## config.mk

```make
export PLATFORM = sky130hd
export DESIGN_NAME = serial_link_frame_receiver_top
export DESIGN_NICKNAME = d
export VERILOG_FILES = /design/src/rtl/slfr_pkg.sv /design/src/rtl/slfr_core.sv /design/src/rtl/slfr_outq.sv /design/src/rtl/serial_link_frame_receiver_top.sv
export SDC_FILE = /design/constraint.sdc
export NUM_CORES = 1
export LEC_CHECK = 0
export BUFFER_PORTS_ARGS = -buffer_cell sky130_fd_sc_hd__buf_2
export CAP_MARGIN = 40
export CORE_UTILIZATION = 27
export DETAILED_ROUTE_END_ITERATION = 8
export MAX_ROUTING_LAYER = met4
export PLACE_DENSITY = 0.46
export SYNTH_ARGS = -nofsm -noshare
export SYNTH_HDL_FRONTEND = slang
export SYNTH_SLANG_ARGS = --single-unit
```

## constraint.sdc

```tcl
create_clock -name clk -period 12.95 [get_ports clk]
set_clock_uncertainty 0.2 [all_clocks]
set_input_delay 0 -clock clk [delete_from_list [all_inputs] [get_ports clk]]
set_output_delay 0 -clock clk [all_outputs]
set_load 0.02 [all_outputs]
```

## src/rtl/slfr_pkg.sv

```systemverilog
// Shared types, codes and constants for the serial link frame receiver.
// No dependencies; imported by every module of the block.
package slfr_pkg;

	localparam int DATA_LIMIT    = 255;
	localparam int HANDSHAKE_MAX = 8;
	localparam int QDEPTH        = 4;

	typedef enum logic [1:0] {
		A_BYTE    = 2'd0,
		A_TIMEOUT = 2'd1,
		A_LOST    = 2'd2,
		A_RELEASE = 2'd3
	} action_t;

	typedef enum logic [2:0] {
		K_PAYLOAD = 3'd0,
		K_ACCEPT  = 3'd1,
		K_REJECT  = 3'd2,
		K_UP      = 3'd3,
		K_DOWN    = 3'd4
	} kind_t;

	typedef enum logic [1:0] {
		T_DEBUG  = 2'd0,
		T_DATA   = 2'd1,
		T_STREAM = 2'd2
	} ftype_t;

	typedef enum logic [2:0] {
		E_NONE   = 3'd0,
		E_SUM    = 3'd1,
		E_DOUBLE = 3'd2,
		E_LOST   = 3'd3,
		E_LONG   = 3'd4
	} err_t;

	typedef enum logic [2:0] {
		PH_CMD     = 3'd0,
		PH_LEN     = 3'd1,
		PH_LEN_LO  = 3'd2,
		PH_PAYLOAD = 3'd3,
		PH_CS_HI   = 3'd4,
		PH_CS_LO   = 3'd5
	} phase_t;

	typedef enum logic [2:0] {
		CFG_HS_BYTES     = 3'd0,
		CFG_HS_LENGTH    = 3'd1,
		CFG_CODE_DEBUG   = 3'd2,
		CFG_CODE_DATA    = 3'd3,
		CFG_CODE_STREAM  = 3'd4,
		CFG_REPLY_FLAG   = 3'd5,
		CFG_STREAM_LIMIT = 3'd6
	} cfg_idx_t;

	typedef struct packed {
		logic [63:0] hs_bytes;
		logic [3:0]  hs_length;
		logic [7:0]  code_debug;
		logic [7:0]  code_data;
		logic [7:0]  code_stream;
		logic [7:0]  reply_flag;
		logic [15:0] stream_limit;
	} cfg_t;

	typedef struct packed {
		kind_t       kind;
		ftype_t      ftype;
		logic [7:0]  value;
		err_t        err;
		logic        last;
	} res_t;

	typedef struct packed {
		logic                          room;
		logic [$clog2(QDEPTH+1)-1:0]   count;
	} qstat_t;

endpackage

```

## src/rtl/slfr_core.sv

```systemverilog
// Deframer state and combinational step logic: handshake match, frame phases, checksum.
// Depends on slfr_pkg; emits up to two results per transaction.
module slfr_core import slfr_pkg::*; (
	input  logic       clk,
	input  logic       arst_n,
	input  logic       fire,
	input  action_t    act,
	input  logic [7:0] rx_byte,
	input  cfg_t       cfg,
	output logic [1:0] n,
	output res_t       r0,
	output res_t       r1
);

	typedef struct packed {
		logic        link_up;
		logic [3:0]  match_pos;
		phase_t      phase;
		ftype_t      cur_type;
		logic [7:0]  len_hi;
		logic [15:0] bytes_left;
		logic [15:0] sum;
		logic [7:0]  cs_hi;
		logic        held;
	} st_t;

	localparam st_t ST_RESET = '{
		link_up: 1'b0, match_pos: 4'd0, phase: PH_CMD, cur_type: T_DEBUG,
		len_hi: 8'd0, bytes_left: 16'd0, sum: 16'd0, cs_hi: 8'd0, held: 1'b0
	};

	st_t         st_q;
	st_t         nx;
	logic [3:0]  hs_len;
	logic [3:0]  pos;
	logic [7:0]  want;
	logic [3:0]  pos_nx;
	logic [15:0] len16;
	logic [15:0] bl_dec;
	logic        do_drop;
	logic        drop_clr;
	err_t        drop_err;
	logic        do_accept;
	logic [7:0]  ack_code;
	res_t        ra;
	res_t        rb;

	always_comb begin
		if (cfg.hs_length == 4'd0)
			hs_len = 4'd1;
		else if (cfg.hs_length > 4'(HANDSHAKE_MAX))
			hs_len = 4'(HANDSHAKE_MAX);
		else
			hs_len = cfg.hs_length;
		pos  = (st_q.match_pos >= hs_len) ? 4'd0 : st_q.match_pos;
		want = cfg.hs_bytes[{pos[2:0], 3'b000} +: 8];
		if (rx_byte == want)
			pos_nx = pos + 4'd1;
		else
			pos_nx = (rx_byte == cfg.hs_bytes[7:0]) ? 4'd1 : 4'd0;
	end

	assign len16  = {st_q.len_hi, rx_byte};
	assign bl_dec = (st_q.bytes_left != 16'd0) ? st_q.bytes_left - 16'd1 : 16'd0;

	always_comb begin
		unique case (st_q.cur_type)
			T_DEBUG: ack_code = cfg.code_debug;
			T_DATA:  ack_code = cfg.code_data;
			default: ack_code = cfg.code_stream;
		endcase
	end

	always_comb begin
		nx        = st_q;
		n         = 2'd0;
		ra        = '0;
		rb        = '0;
		do_drop   = 1'b0;
		drop_clr  = 1'b0;
		drop_err  = E_NONE;
		do_accept = 1'b0;
		case (act)
			A_BYTE: begin
				if (!st_q.link_up) begin
					nx.match_pos = pos_nx;
					if (pos_nx == hs_len) begin
						nx.match_pos  = 4'd0;
						nx.link_up    = 1'b1;
						nx.phase      = PH_CMD;
						nx.cur_type   = T_DEBUG;
						nx.len_hi     = 8'd0;
						nx.bytes_left = 16'd0;
						nx.sum        = 16'd0;
						nx.cs_hi      = 8'd0;
						ra            = '{K_UP, T_DEBUG, 8'd0, E_NONE, 1'b0};
						n             = 2'd1;
					end
				end else begin
					unique case (st_q.phase)
						PH_CMD: begin
							if (rx_byte == cfg.code_debug) begin
								nx.cur_type = T_DEBUG;
								nx.phase    = PH_LEN;
							end else if (rx_byte == cfg.code_data) begin
								if (st_q.held) begin
									ra       = '{K_REJECT, T_DATA, 8'd0, E_DOUBLE, 1'b0};
									n        = 2'd1;
									do_drop  = 1'b1;
									drop_clr = 1'b1;
									drop_err = E_DOUBLE;
								end else begin
									nx.cur_type = T_DATA;
									nx.phase    = PH_LEN;
								end
							end else if (rx_byte == cfg.code_stream) begin
								nx.cur_type = T_STREAM;
								nx.phase    = PH_LEN;
							end
						end
						PH_LEN: begin
							if (st_q.cur_type == T_STREAM) begin
								nx.len_hi = rx_byte;
								nx.phase  = PH_LEN_LO;
							end else if (st_q.cur_type == T_DATA &&
								rx_byte > 8'(DATA_LIMIT)) begin
								ra = '{K_REJECT, T_DATA, 8'd0, E_LONG, 1'b0};
								n  = 2'd1;
								nx = '{link_up: st_q.link_up, match_pos: st_q.match_pos,
									phase: PH_CMD, cur_type: T_DEBUG, len_hi: 8'd0,
									bytes_left: 16'd0, sum: 16'd0, cs_hi: 8'd0,
									held: st_q.held};
							end else begin
								nx.bytes_left = {8'd0, rx_byte};
								nx.sum        = 16'd0;
								if (rx_byte != 8'd0)
									nx.phase = PH_PAYLOAD;
								else if (st_q.cur_type == T_DEBUG)
									do_accept = 1'b1;
								else
									nx.phase = PH_CS_HI;
							end
						end
						PH_LEN_LO: begin
							if (len16 > cfg.stream_limit) begin
								ra = '{K_REJECT, T_STREAM, 8'd0, E_LONG, 1'b0};
								n  = 2'd1;
								nx = '{link_up: st_q.link_up, match_pos: st_q.match_pos,
									phase: PH_CMD, cur_type: T_DEBUG, len_hi: 8'd0,
									bytes_left: 16'd0, sum: 16'd0, cs_hi: 8'd0,
									held: st_q.held};
							end else begin
								nx.bytes_left = len16;
								nx.sum        = 16'd0;
								if (len16 != 16'd0)
									nx.phase = PH_PAYLOAD;
								else if (st_q.cur_type == T_DEBUG)
									do_accept = 1'b1;
								else
									nx.phase = PH_CS_HI;
							end
						end
						PH_PAYLOAD: begin
							ra = '{K_PAYLOAD, st_q.cur_type, rx_byte, E_NONE, 1'b0};
							n  = 2'd1;
							nx.sum        = st_q.sum + {8'd0, rx_byte};
							nx.bytes_left = bl_dec;
							if (bl_dec == 16'd0) begin
								if (st_q.cur_type == T_DEBUG)
									do_accept = 1'b1;
								else
									nx.phase = PH_CS_HI;
							end
						end
						PH_CS_HI: begin
							nx.cs_hi = rx_byte;
							nx.phase = PH_CS_LO;
						end
						PH_CS_LO: begin
							if ({st_q.cs_hi, rx_byte} != st_q.sum) begin
								do_drop  = 1'b1;
								drop_clr = 1'b1;
								drop_err = E_SUM;
							end else begin
								do_accept = 1'b1;
							end
						end
						default: begin
							nx.phase      = PH_CMD;
							nx.cur_type   = T_DEBUG;
							nx.len_hi     = 8'd0;
							nx.bytes_left = 16'd0;
							nx.sum        = 16'd0;
							nx.cs_hi      = 8'd0;
						end
					endcase
				end
			end
			A_TIMEOUT: begin
				if (st_q.link_up && st_q.phase != PH_CMD) begin
					do_drop  = 1'b1;
					drop_clr = 1'b1;
					drop_err = E_LOST;
				end
			end
			A_LOST: begin
				if (st_q.link_up) begin
					do_drop  = 1'b1;
					drop_clr = (st_q.phase != PH_CMD);
					drop_err = E_LOST;
				end
			end
			default: begin
				nx.held = 1'b0;
			end
		endcase

		if (do_accept) begin
			if (n == 2'd0)
				ra = '{K_ACCEPT, st_q.cur_type, ack_code | cfg.reply_flag, E_NONE, 1'b0};
			else
				rb = '{K_ACCEPT, st_q.cur_type, ack_code | cfg.reply_flag, E_NONE, 1'b0};
			n = n + 2'd1;
			if (st_q.cur_type == T_DATA)
				nx.held = 1'b1;
			nx.phase      = PH_CMD;
			nx.cur_type   = T_DEBUG;
			nx.len_hi     = 8'd0;
			nx.bytes_left = 16'd0;
			nx.sum        = 16'd0;
			nx.cs_hi      = 8'd0;
		end

		if (do_drop) begin
			if (st_q.phase != PH_CMD) begin
				ra = '{K_REJECT, st_q.cur_type, 8'd0, drop_err, 1'b0};
				rb = '{K_DOWN, T_DEBUG, 8'd0, drop_err, 1'b0};
				n  = 2'd2;
			end else if (n == 2'd0) begin
				ra = '{K_DOWN, T_DEBUG, 8'd0, drop_err, 1'b0};
				n  = 2'd1;
			end else begin
				rb = '{K_DOWN, T_DEBUG, 8'd0, drop_err, 1'b0};
				n  = 2'd2;
			end
			nx.phase      = PH_CMD;
			nx.cur_type   = T_DEBUG;
			nx.len_hi     = 8'd0;
			nx.bytes_left = 16'd0;
			nx.sum        = 16'd0;
			nx.cs_hi      = 8'd0;
			nx.link_up    = 1'b0;
			nx.match_pos  = 4'd0;
			if (drop_clr)
				nx.held = 1'b0;
		end
	end

	always_comb begin
		r0 = ra;
		r1 = rb;
		if (n == 2'd1)
			r0.last = 1'b1;
		if (n == 2'd2)
			r1.last = 1'b1;
	end

	always_ff @(posedge clk or negedge arst_n) begin
		if (!arst_n)
			st_q <= ST_RESET;
		else if (fire)
			st_q <= nx;
	end

endmodule

```

## src/rtl/slfr_outq.sv

```systemverilog
// Result queue: takes zero, one or two results per cycle, drains one per cycle on ready.
// Depends on slfr_pkg for the result type and queue depth.
module slfr_outq import slfr_pkg::*; (
	input  logic       clk,
	input  logic       arst_n,
	input  logic [1:0] push,
	input  res_t       r0,
	input  res_t       r1,
	output logic       valid,
	input  logic       ready,
	output res_t       head,
	output qstat_t     stat
);

	localparam int PW = $clog2(QDEPTH);
	localparam int CW = $clog2(QDEPTH + 1);

	res_t          mem_q [QDEPTH];
	logic [PW-1:0] wp_q;
	logic [PW-1:0] rp_q;
	logic [CW-1:0] count_q;
	logic [PW-1:0] wp1;
	logic          pop;

	assign wp1        = wp_q + PW'(1);
	assign valid      = (count_q != CW'(0));
	assign pop        = valid && ready;
	assign head       = mem_q[rp_q];
	assign stat.count = count_q;
	assign stat.room  = (count_q <= CW'(QDEPTH - 2));

	always_ff @(posedge clk) begin
		if (push != 2'd0)
			mem_q[wp_q] <= r0;
		if (push == 2'd2)
			mem_q[wp1] <= r1;
	end

	always_ff @(posedge clk or negedge arst_n) begin
		if (!arst_n) begin
			wp_q    <= '0;
			rp_q    <= '0;
			count_q <= '0;
		end else begin
			wp_q    <= wp_q + PW'(push);
			rp_q    <= rp_q + PW'(pop);
			count_q <= count_q + CW'(push) - CW'(pop);
		end
	end

endmodule

```

## src/rtl/serial_link_frame_receiver_top.sv

```systemverilog
// Top level of the serial link frame receiver: input register, configuration registers,
// step logic and result queue. Depends on slfr_pkg, slfr_core and slfr_outq.

// Takes one event per cycle while the result queue has room (received byte, read
// timeout, link loss or consumer release) and produces zero, one or two results per event.
// Events pass through the input register; their results are written into the result
// queue and offered on the master side in order. The step logic advances only when the
// four-entry result queue has room for two results, so sustained input rate is one event
// per cycle while the master side drains one result per cycle; events that yield two
// results fill two queue entries. The user must write configuration through cfg_we,
// cfg_index and cfg_data only while the block is idle; the block does not enforce this.
module serial_link_frame_receiver_top import slfr_pkg::*; (
	input  logic        clk,
	input  logic        arst_n,
	input  logic        s_tvalid,
	output logic        s_tready,
	input  logic [7:0]  s_tdata,   // [7:0] rx_byte
	input  logic [1:0]  s_tuser,   // [1:0] action
	output logic        m_tvalid,
	input  logic        m_tready,
	output logic [15:0] m_tdata,   // [7:0] value, [10:8] error_code, [15:11] zero
	output logic [4:0]  m_tuser,   // [2:0] kind, [4:3] frame_type
	output logic        m_tlast,
	input  logic        cfg_we,
	input  logic [2:0]  cfg_index,
	input  logic [63:0] cfg_data
);

	cfg_t       cfg_q;
	logic       valid_s1;
	action_t    act_s1;
	logic [7:0] byte_s1;
	logic       fire;
	logic [1:0] n;
	res_t       r0;
	res_t       r1;
	res_t       head;
	qstat_t     stat;

	assign fire     = valid_s1 && stat.room;
	assign s_tready = !valid_s1 || fire;

	always_ff @(posedge clk or negedge arst_n) begin
		if (!arst_n) begin
			valid_s1 <= 1'b0;
		end else if (s_tready) begin
			valid_s1 <= s_tvalid;
		end
	end

	always_ff @(posedge clk) begin
		if (s_tvalid && s_tready) begin
			act_s1  <= action_t'(s_tuser);
			byte_s1 <= s_tdata;
		end
	end

	always_ff @(posedge clk or negedge arst_n) begin
		if (!arst_n) begin
			cfg_q.hs_bytes     <= 64'd0;
			cfg_q.hs_length    <= 4'd8;
			cfg_q.code_debug   <= 8'd1;
			cfg_q.code_data    <= 8'd2;
			cfg_q.code_stream  <= 8'd3;
			cfg_q.reply_flag   <= 8'd128;
			cfg_q.stream_limit <= 16'hFFFF;
		end else if (cfg_we) begin
			unique case (cfg_idx_t'(cfg_index))
				CFG_HS_BYTES:     cfg_q.hs_bytes     <= cfg_data;
				CFG_HS_LENGTH:    cfg_q.hs_length    <= cfg_data[3:0];
				CFG_CODE_DEBUG:   cfg_q.code_debug   <= cfg_data[7:0];
				CFG_CODE_DATA:    cfg_q.code_data    <= cfg_data[7:0];
				CFG_CODE_STREAM:  cfg_q.code_stream  <= cfg_data[7:0];
				CFG_REPLY_FLAG:   cfg_q.reply_flag   <= cfg_data[7:0];
				CFG_STREAM_LIMIT: cfg_q.stream_limit <= cfg_data[15:0];
				default: ;
			endcase
		end
	end

	slfr_core u_core (
		.clk     (clk),
		.arst_n  (arst_n),
		.fire    (fire),
		.act     (act_s1),
		.rx_byte (byte_s1),
		.cfg     (cfg_q),
		.n       (n),
		.r0      (r0),
		.r1      (r1)
	);

	slfr_outq u_outq (
		.clk    (clk),
		.arst_n (arst_n),
		.push   (fire ? n : 2'd0),
		.r0     (r0),
		.r1     (r1),
		.valid  (m_tvalid),
		.ready  (m_tready),
		.head   (head),
		.stat   (stat)
	);

	assign m_tdata = {5'd0, head.err, head.value};
	assign m_tuser = {head.ftype, head.kind};
	assign m_tlast = head.last;

`ifndef NO_ASSERTIONS
	a_queue_bound: assert property (@(posedge clk) disable iff (!arst_n)
		int'(stat.count) <= QDEPTH)
		else $error("result queue overflow");

	a_last_order: assert property (@(posedge clk) disable iff (!arst_n)
		(fire && n == 2'd2) |-> (!r0.last && r1.last))
		else $error("last flag on wrong result");

	a_single_last: assert property (@(posedge clk) disable iff (!arst_n)
		(fire && n == 2'd1) |-> r0.last)
		else $error("single result without last");

	a_stall_hold: assert property (@(posedge clk) disable iff (!arst_n)
		(valid_s1 && !stat.room) |=> valid_s1)
		else $error("input item lost while queue full");
`endif

endmodule
```

# Word-level counts from Yosys, hierarchy flattened
# Memory sizes are Yosys's and may differ from the RTL's.
# Index checks and enable logic that the tools add are counted.
# classes
addsub	9
n_mul	0
div_mod_pow	0
magnitude_cmp	5
n_eq_ne	38
n_shift	1
mux	114
n_bitwise	1
n_reduce_logical	43
# op_table
cell	count
$mux 17	14
$mux 58	3
$pmux 32 s4	1
$mux 16	5
$pmux 17 s4	1
$shiftx 64x7->8	1
$mux 59	1
$mux 54	1
$mux 41	1
$eq 8x8->1	5
$mux 1	33
$mux 32	1
$pmux 8 s4	1
$reduce_bool 16->1	2
$mux 3	10
$mux 2	14
$mux 24	1
$pmux 8 s3	1
$mux 10	2
$mux 5	4
$ne 4x4->1 const B	5
$ne 5x5->1 const B	4
$mux 9	2
$pmux 3 s6	1
54 further kinds	97
# totals
ff_bits	193
latchBits	0
ramBits	68
rom_bits	0
memories	1
# memory_table
name	depth	width	read_ports	rd_ports_with_merged_regs	wr	line_no	rtl
u_outq.mem_q	4	17	1	0	2	slfr_outq.sv:18	res_t mem_q [QDEPTH];

# Logic depth before layout (Yosys ltp)
# depth
word_depth	22
mapped_depth	24

# Cells and area by module
# From an unflattened synthesis, not the netlist that was laid out.
# hier_totals
cells_unflattened	1313
area_unflattened_um2	15564.9
# by_module_without_submodules
mod	n_inst	cells_per_inst	area_per_inst_um2	seq_area_each_um2
slfr_core	1	828	6612.6	1476.4
serial_link_frame_receiver_top	1	275	5144.9	3255.6
slfr_outq	1	210	3807.4	2217.1

# Worst setup path before layout
# No wires, ideal clock.
# synth_path
kind	register to register
startpoint	register u_core.st_q[54] in the netlist's numbering
endpoint	register u_outq.count_q[2]
arrival_ps	4655
required_ps	12627
path_slack_ps	7972
stages_incl_launch_ff	25
cell_sequence	dfrtp_1 > buf_2 > buf_6 > buf_2 > inv_1 > ha_1 > nor3b_2 > o211ai_1 > inv_1 > ha_1 > xor2_1 > and4_1 > o21ai_0 > a21oi_1 > o2111a_1 > or3_1 > or3_1 > nand3_1 > mux2_2 > nand2b_1 > ha_1 > inv_1 > ha_1 > fa_1 > xnor2_1
# synth_via
elab_chain_cells	18
# synth_lines
item	line_no	rtl
from (decl)	slfr_core.sv:32	st_t st_q;
from (signal assigned)	slfr_core.sv:272	st_q <= nx;
$ge 4x4->1	slfr_core.sv:55	pos = (st_q.match_pos >= hs_len) ? 4'd0 : st_q.match_pos;
$mux 4 *	slfr_core.sv:55	
$shiftx 64x7->8	slfr_core.sv:56	want = cfg.hs_bytes[{pos[2:0], 3'b000} +: 8];
$eq 8x8->1	slfr_core.sv:57	if (rx_byte == want)
$mux 4 *	slfr_core.sv:57	
$eq 4x4->1 *	slfr_core.sv:87	if (pos_nx == hs_len) begin
$mux 1 *	slfr_core.sv:87	
$mux 2 *	slfr_core.sv:85	if (!st_q.link_up) begin
[2 not listed]	-	
$mux 2 *	slfr_core.sv:218	if (do_accept) begin
$logic_not 2->1	slfr_core.sv:239	end else if (n == 2'd0) begin
$mux 2	slfr_core.sv:239	
$mux 2	slfr_core.sv:235	if (st_q.phase != PH_CMD) begin
$mux 2 *	slfr_core.sv:234	if (do_drop) begin
$mux 2 *	serial_link_frame_receiver_top.sv:96	.push (fire ? n : 2'd0),
$add 3x2->3 *	slfr_outq.sv:47	count_q <= count_q + CW'(push) - CW'(pop);
$sub 3x1->3 *	slfr_outq.sv:47	
to (signal assigned)	slfr_outq.sv:47	
to (decl)	slfr_outq.sv:21	logic [CW-1:0] count_q;
# Mark *: on every way between the ends. The rest lies on a longest branch, timed or not.
# A chain may end at the register's enable or synchronous reset.

==> summary.txt <==
Run status
  – Status: completed

Routing
  – Initial DRT Pass Iterations: 5
  – Uppermost routed layer: met4
  – Met3 Routed Length: 1780 um
  – Routed wl met2: 20400 um
  – 1st-iter DRT viols: 628
  – Vias post-DR: 11300
  – Wl on met1: 20300 um
  – Vias per cell: 5.04
  – Drt drc: 0
  – Final ANT Viol Nets: 0
  – Final wirelength: 43700 um
  – DR WL/cell: 19.5 um

Timing
  – Worst relative slew slack: 0.427
  – Setup TNS Final: 0 ps
  – Worst setup margin: 7210 ps
  – RSZ-0062 raised after global routing: false
  – Fmax: 0.174 GHz
  – Fin crit period: 5740 ps
  – Setup-failing EPs final: 0
  – WHS: 33.0 ps
  – Final-report hold violation count: 0
  – Pins Over Slew Limit: 0
  – Period utilisation layout: 0.443
  – Worst-margin pin slew: 859 ps

Cells and area
  – Layout Nets: 1646
  – Final instance area: 18200 sq um
  – Antenna diodes: 0
  – Sequential cell area: 6870 sq um
  – Area Growth Syn to Fin: 24.6%
  – Multi-input gate area: 7190 sq um
  – Commonest non-fill, non-tap cell in the layout: dfrtp_1
  – Final core area utilization: 0.344
  – Fillers: 5347
  – Most frequent cells in the layout: dfrtp_1 (161), mux2_2 (139), dlygate4sd3_1 (116)
  – Layout cells sized above 1: 0.255
  – Non-Filler Instances: 2241

GRT
  – First-pass GRT wire length: 68200 um
  – Largest net degree at the start of global routing: 65
  – Total track usage: 0.166
  – Gr ovfl total: 0
  – Number of global-route vias before repair: 11500
  – Initial antenna violation count: 0

Clock tree
  – Post-CTS sizing: 0
  – CTS buffer count: 35
  – H-tree depth: 2
  – Clock tree buffer depth: 3
  – Post-CTS repair timing setup buffer count: 0
  – Sink Count: 261
  – CTS tree: built
  – Worst skew pair latency: 550 ps
  – Cts hold-fix bufs: 117
  – CTS Root Buffer Type: clkbuf_16
  – Clock slew at reported path FFs: 60 ps

Synth
  – Top_reg_cell synth: dfrtp_1
  – Sequential-to-total area share from yosys stat: 0.470
  – FFs w/ async S/R, synth: 0.701
  – Top area cells in the synthesized netlist: dfrtp_1 (28%), edfxtp_1 (14%), mux2_2 (11%)
  – Top cell type's share of synthesized area: 0.276
  – Yosys warns: 0
  – Synthesized instance count: 1312
  – Synth unique cells: 88
  – Seq cells post-synth: 261
  – Syn_area_per_cell: 11.1 sq um
  – Post-Syn Area: 14600 sq um
  – Number of synthesized flops with an enable pin: 70
  – Synth area leader: dfrtp_1

Place
  – Post-Place Cell Area: 15900 sq um
  – Pre-CTS setup slack: 7260 ps
  – IO Port Bufs: 100
  – RePlAce Congestion: 0.869
  – Placed cells: 2061
  – Hpwl dp: 30000 um

Power
  – Total power: 2.68 mW
  – Worst IR Drop VDD: 97.1 uV
  – Cell Pwr Density: 147 nW/um^2
  – Lkg Pwr: 7.28 nW

Floorplanning
  – Die X-Extent: 235 um
  – Die area: 55000 sq um
  – I/O pins: 106
  – Rows: 84
  – Initial Utilization: 0.276
  – CORE AREA: 53000 sq um
  – Die height: 235 um

Flow run
  – Maxcap violations: 0

Setup path
  – CP Launch Type: flop
  – Req. time, crit path: 12850 ps
  – WP data arrival: 5640 ps
  – Crit-path max FO: 35
  – Crit Path Category: flop to flop
  – CP endpoint kind: flop

Worst hold path
  – Hold Path Class: primary input to flop
power breakdown:
part	leakage (nW)	total [mW]	switching, mW	internal [mW]
logic	3.74	0.685	0.369	0.316
clock network	0.544	0.956	0.383	0.573
registers	3.00	1.04	0.0859	0.955
total	7.28	2.68	0.838	1.84
cells in the mapped netlist (5+ instances only):
cell	n
a21boi_0	6
a21o_1	13
a21oi_1	70
a22oi_1	8
and2_1	8
and3_1	12
buf_1	6
buf_2	17
buf_4	9
buf_6	6
clkbuf_1	30
dfrtp_1	161
dfstp_2	22
dfxtp_1	8
edfxtp_1	70
ha_1	35
inv_1	54
mux2_2	139
mux2i_1	22
mux4_2	23
nand2_1	72
nand2b_1	12
nand3_1	30
nand4_1	8
nand4b_1	6
nor2_1	81
nor2b_1	5
nor3_1	23
nor3b_1	7
nor4_1	22
o211ai_1	16
o21a_1	7
o21ai_0	89
o2bb2ai_1	34
o31ai_1	21
o41ai_1	5
or2_2	9
or3_1	9
xnor2_1	29
xor2_1	36
routing by layer:
layer  global-route usage  vias up
met5                    -        -
met4               0.0581        0
met3               0.0219       76
met2                0.257      271
met1                0.221     5625
li1                     -     5319
cell families (layout without fill, tap and decap cells):
kind of cell             Yosys count  after routing  share of synthesized area
AND/OR/NAND/NOR                  323            323                      0.114
other                              1              5                   0.000257
AO/OA/AOI/OAI                    317            317                      0.147
flip-flops                       261            261                      0.470
XOR/XNOR                          65             65                     0.0390
multiplexers                     184            184                      0.158
buffers and inverters            124            361                     0.0388
adder cells (fa/ha/maj)           37             37                     0.0327
worst paths after layout:
kind / to / slack (ps) / cells past startpoint / start
worst max-delay path: u_outq.mem_q[2][12]$_DFFE_PP_ / 7210 / 17 / u_core.st_q[54]$_DFFE_PN0P_
worst max register to register: u_outq.mem_q[2][12]$_DFFE_PP_ / 7210 / 17 / u_core.st_q[54]$_DFFE_PN0P_
max in group asynchronous: cfg_q[94]$_DFFE_PN0P_ / 11390 / 5 / arst_n
min in group asynchronous: cfg_q[51]$_DFFE_PN1P_ / 470 / 3 / arst_n
worst min-delay path: cfg_q[107]$_DFFE_PN0P_ / 30 / 3 / cfg_data[55]
worst min register to register: u_outq.mem_q[0][3]$_SDFFE_PP0N_ / 280 / 2 / u_outq.mem_q[0][3]$_SDFFE_PP0N_
area by class of cell:
cell class              count  area share
flip-flops and latches    261       0.377
multi-input cells         931       0.395
repair buffers            243       0.107
inverters                  55      0.0113
well taps                 688      0.0473
clock inverters            16     0.00983
clock buffers              47      0.0517
worst max-delay path, cell delays in order (launching register included):
cell and delay, ps:
dfrtp_1 320, buf_4 420, inv_1 90, ha_1 200, nor3b_2 170, o211ai_1 500
inv_1 110, ha_1 290, xor2_1 200, and4_1 180, o21ai_0 180, a21oi_1 90
o2111a_1 270, or3_1 290, or3_1 470, a31oi_4 460, nand2b_1 330, nand2_1 510
registers in the layout (all words and copies together) (netlist names):
register and flops:
cfg_q 116, u_outq.mem_q 68, u_core.st_q 51, byte_s1 8, u_core.len16 8, u_outq.count_q 3
act_s1 2, u_outq.rp_q 2, u_outq.wp_q 2, valid_s1 1
Power figures use the tool's default switching activity.
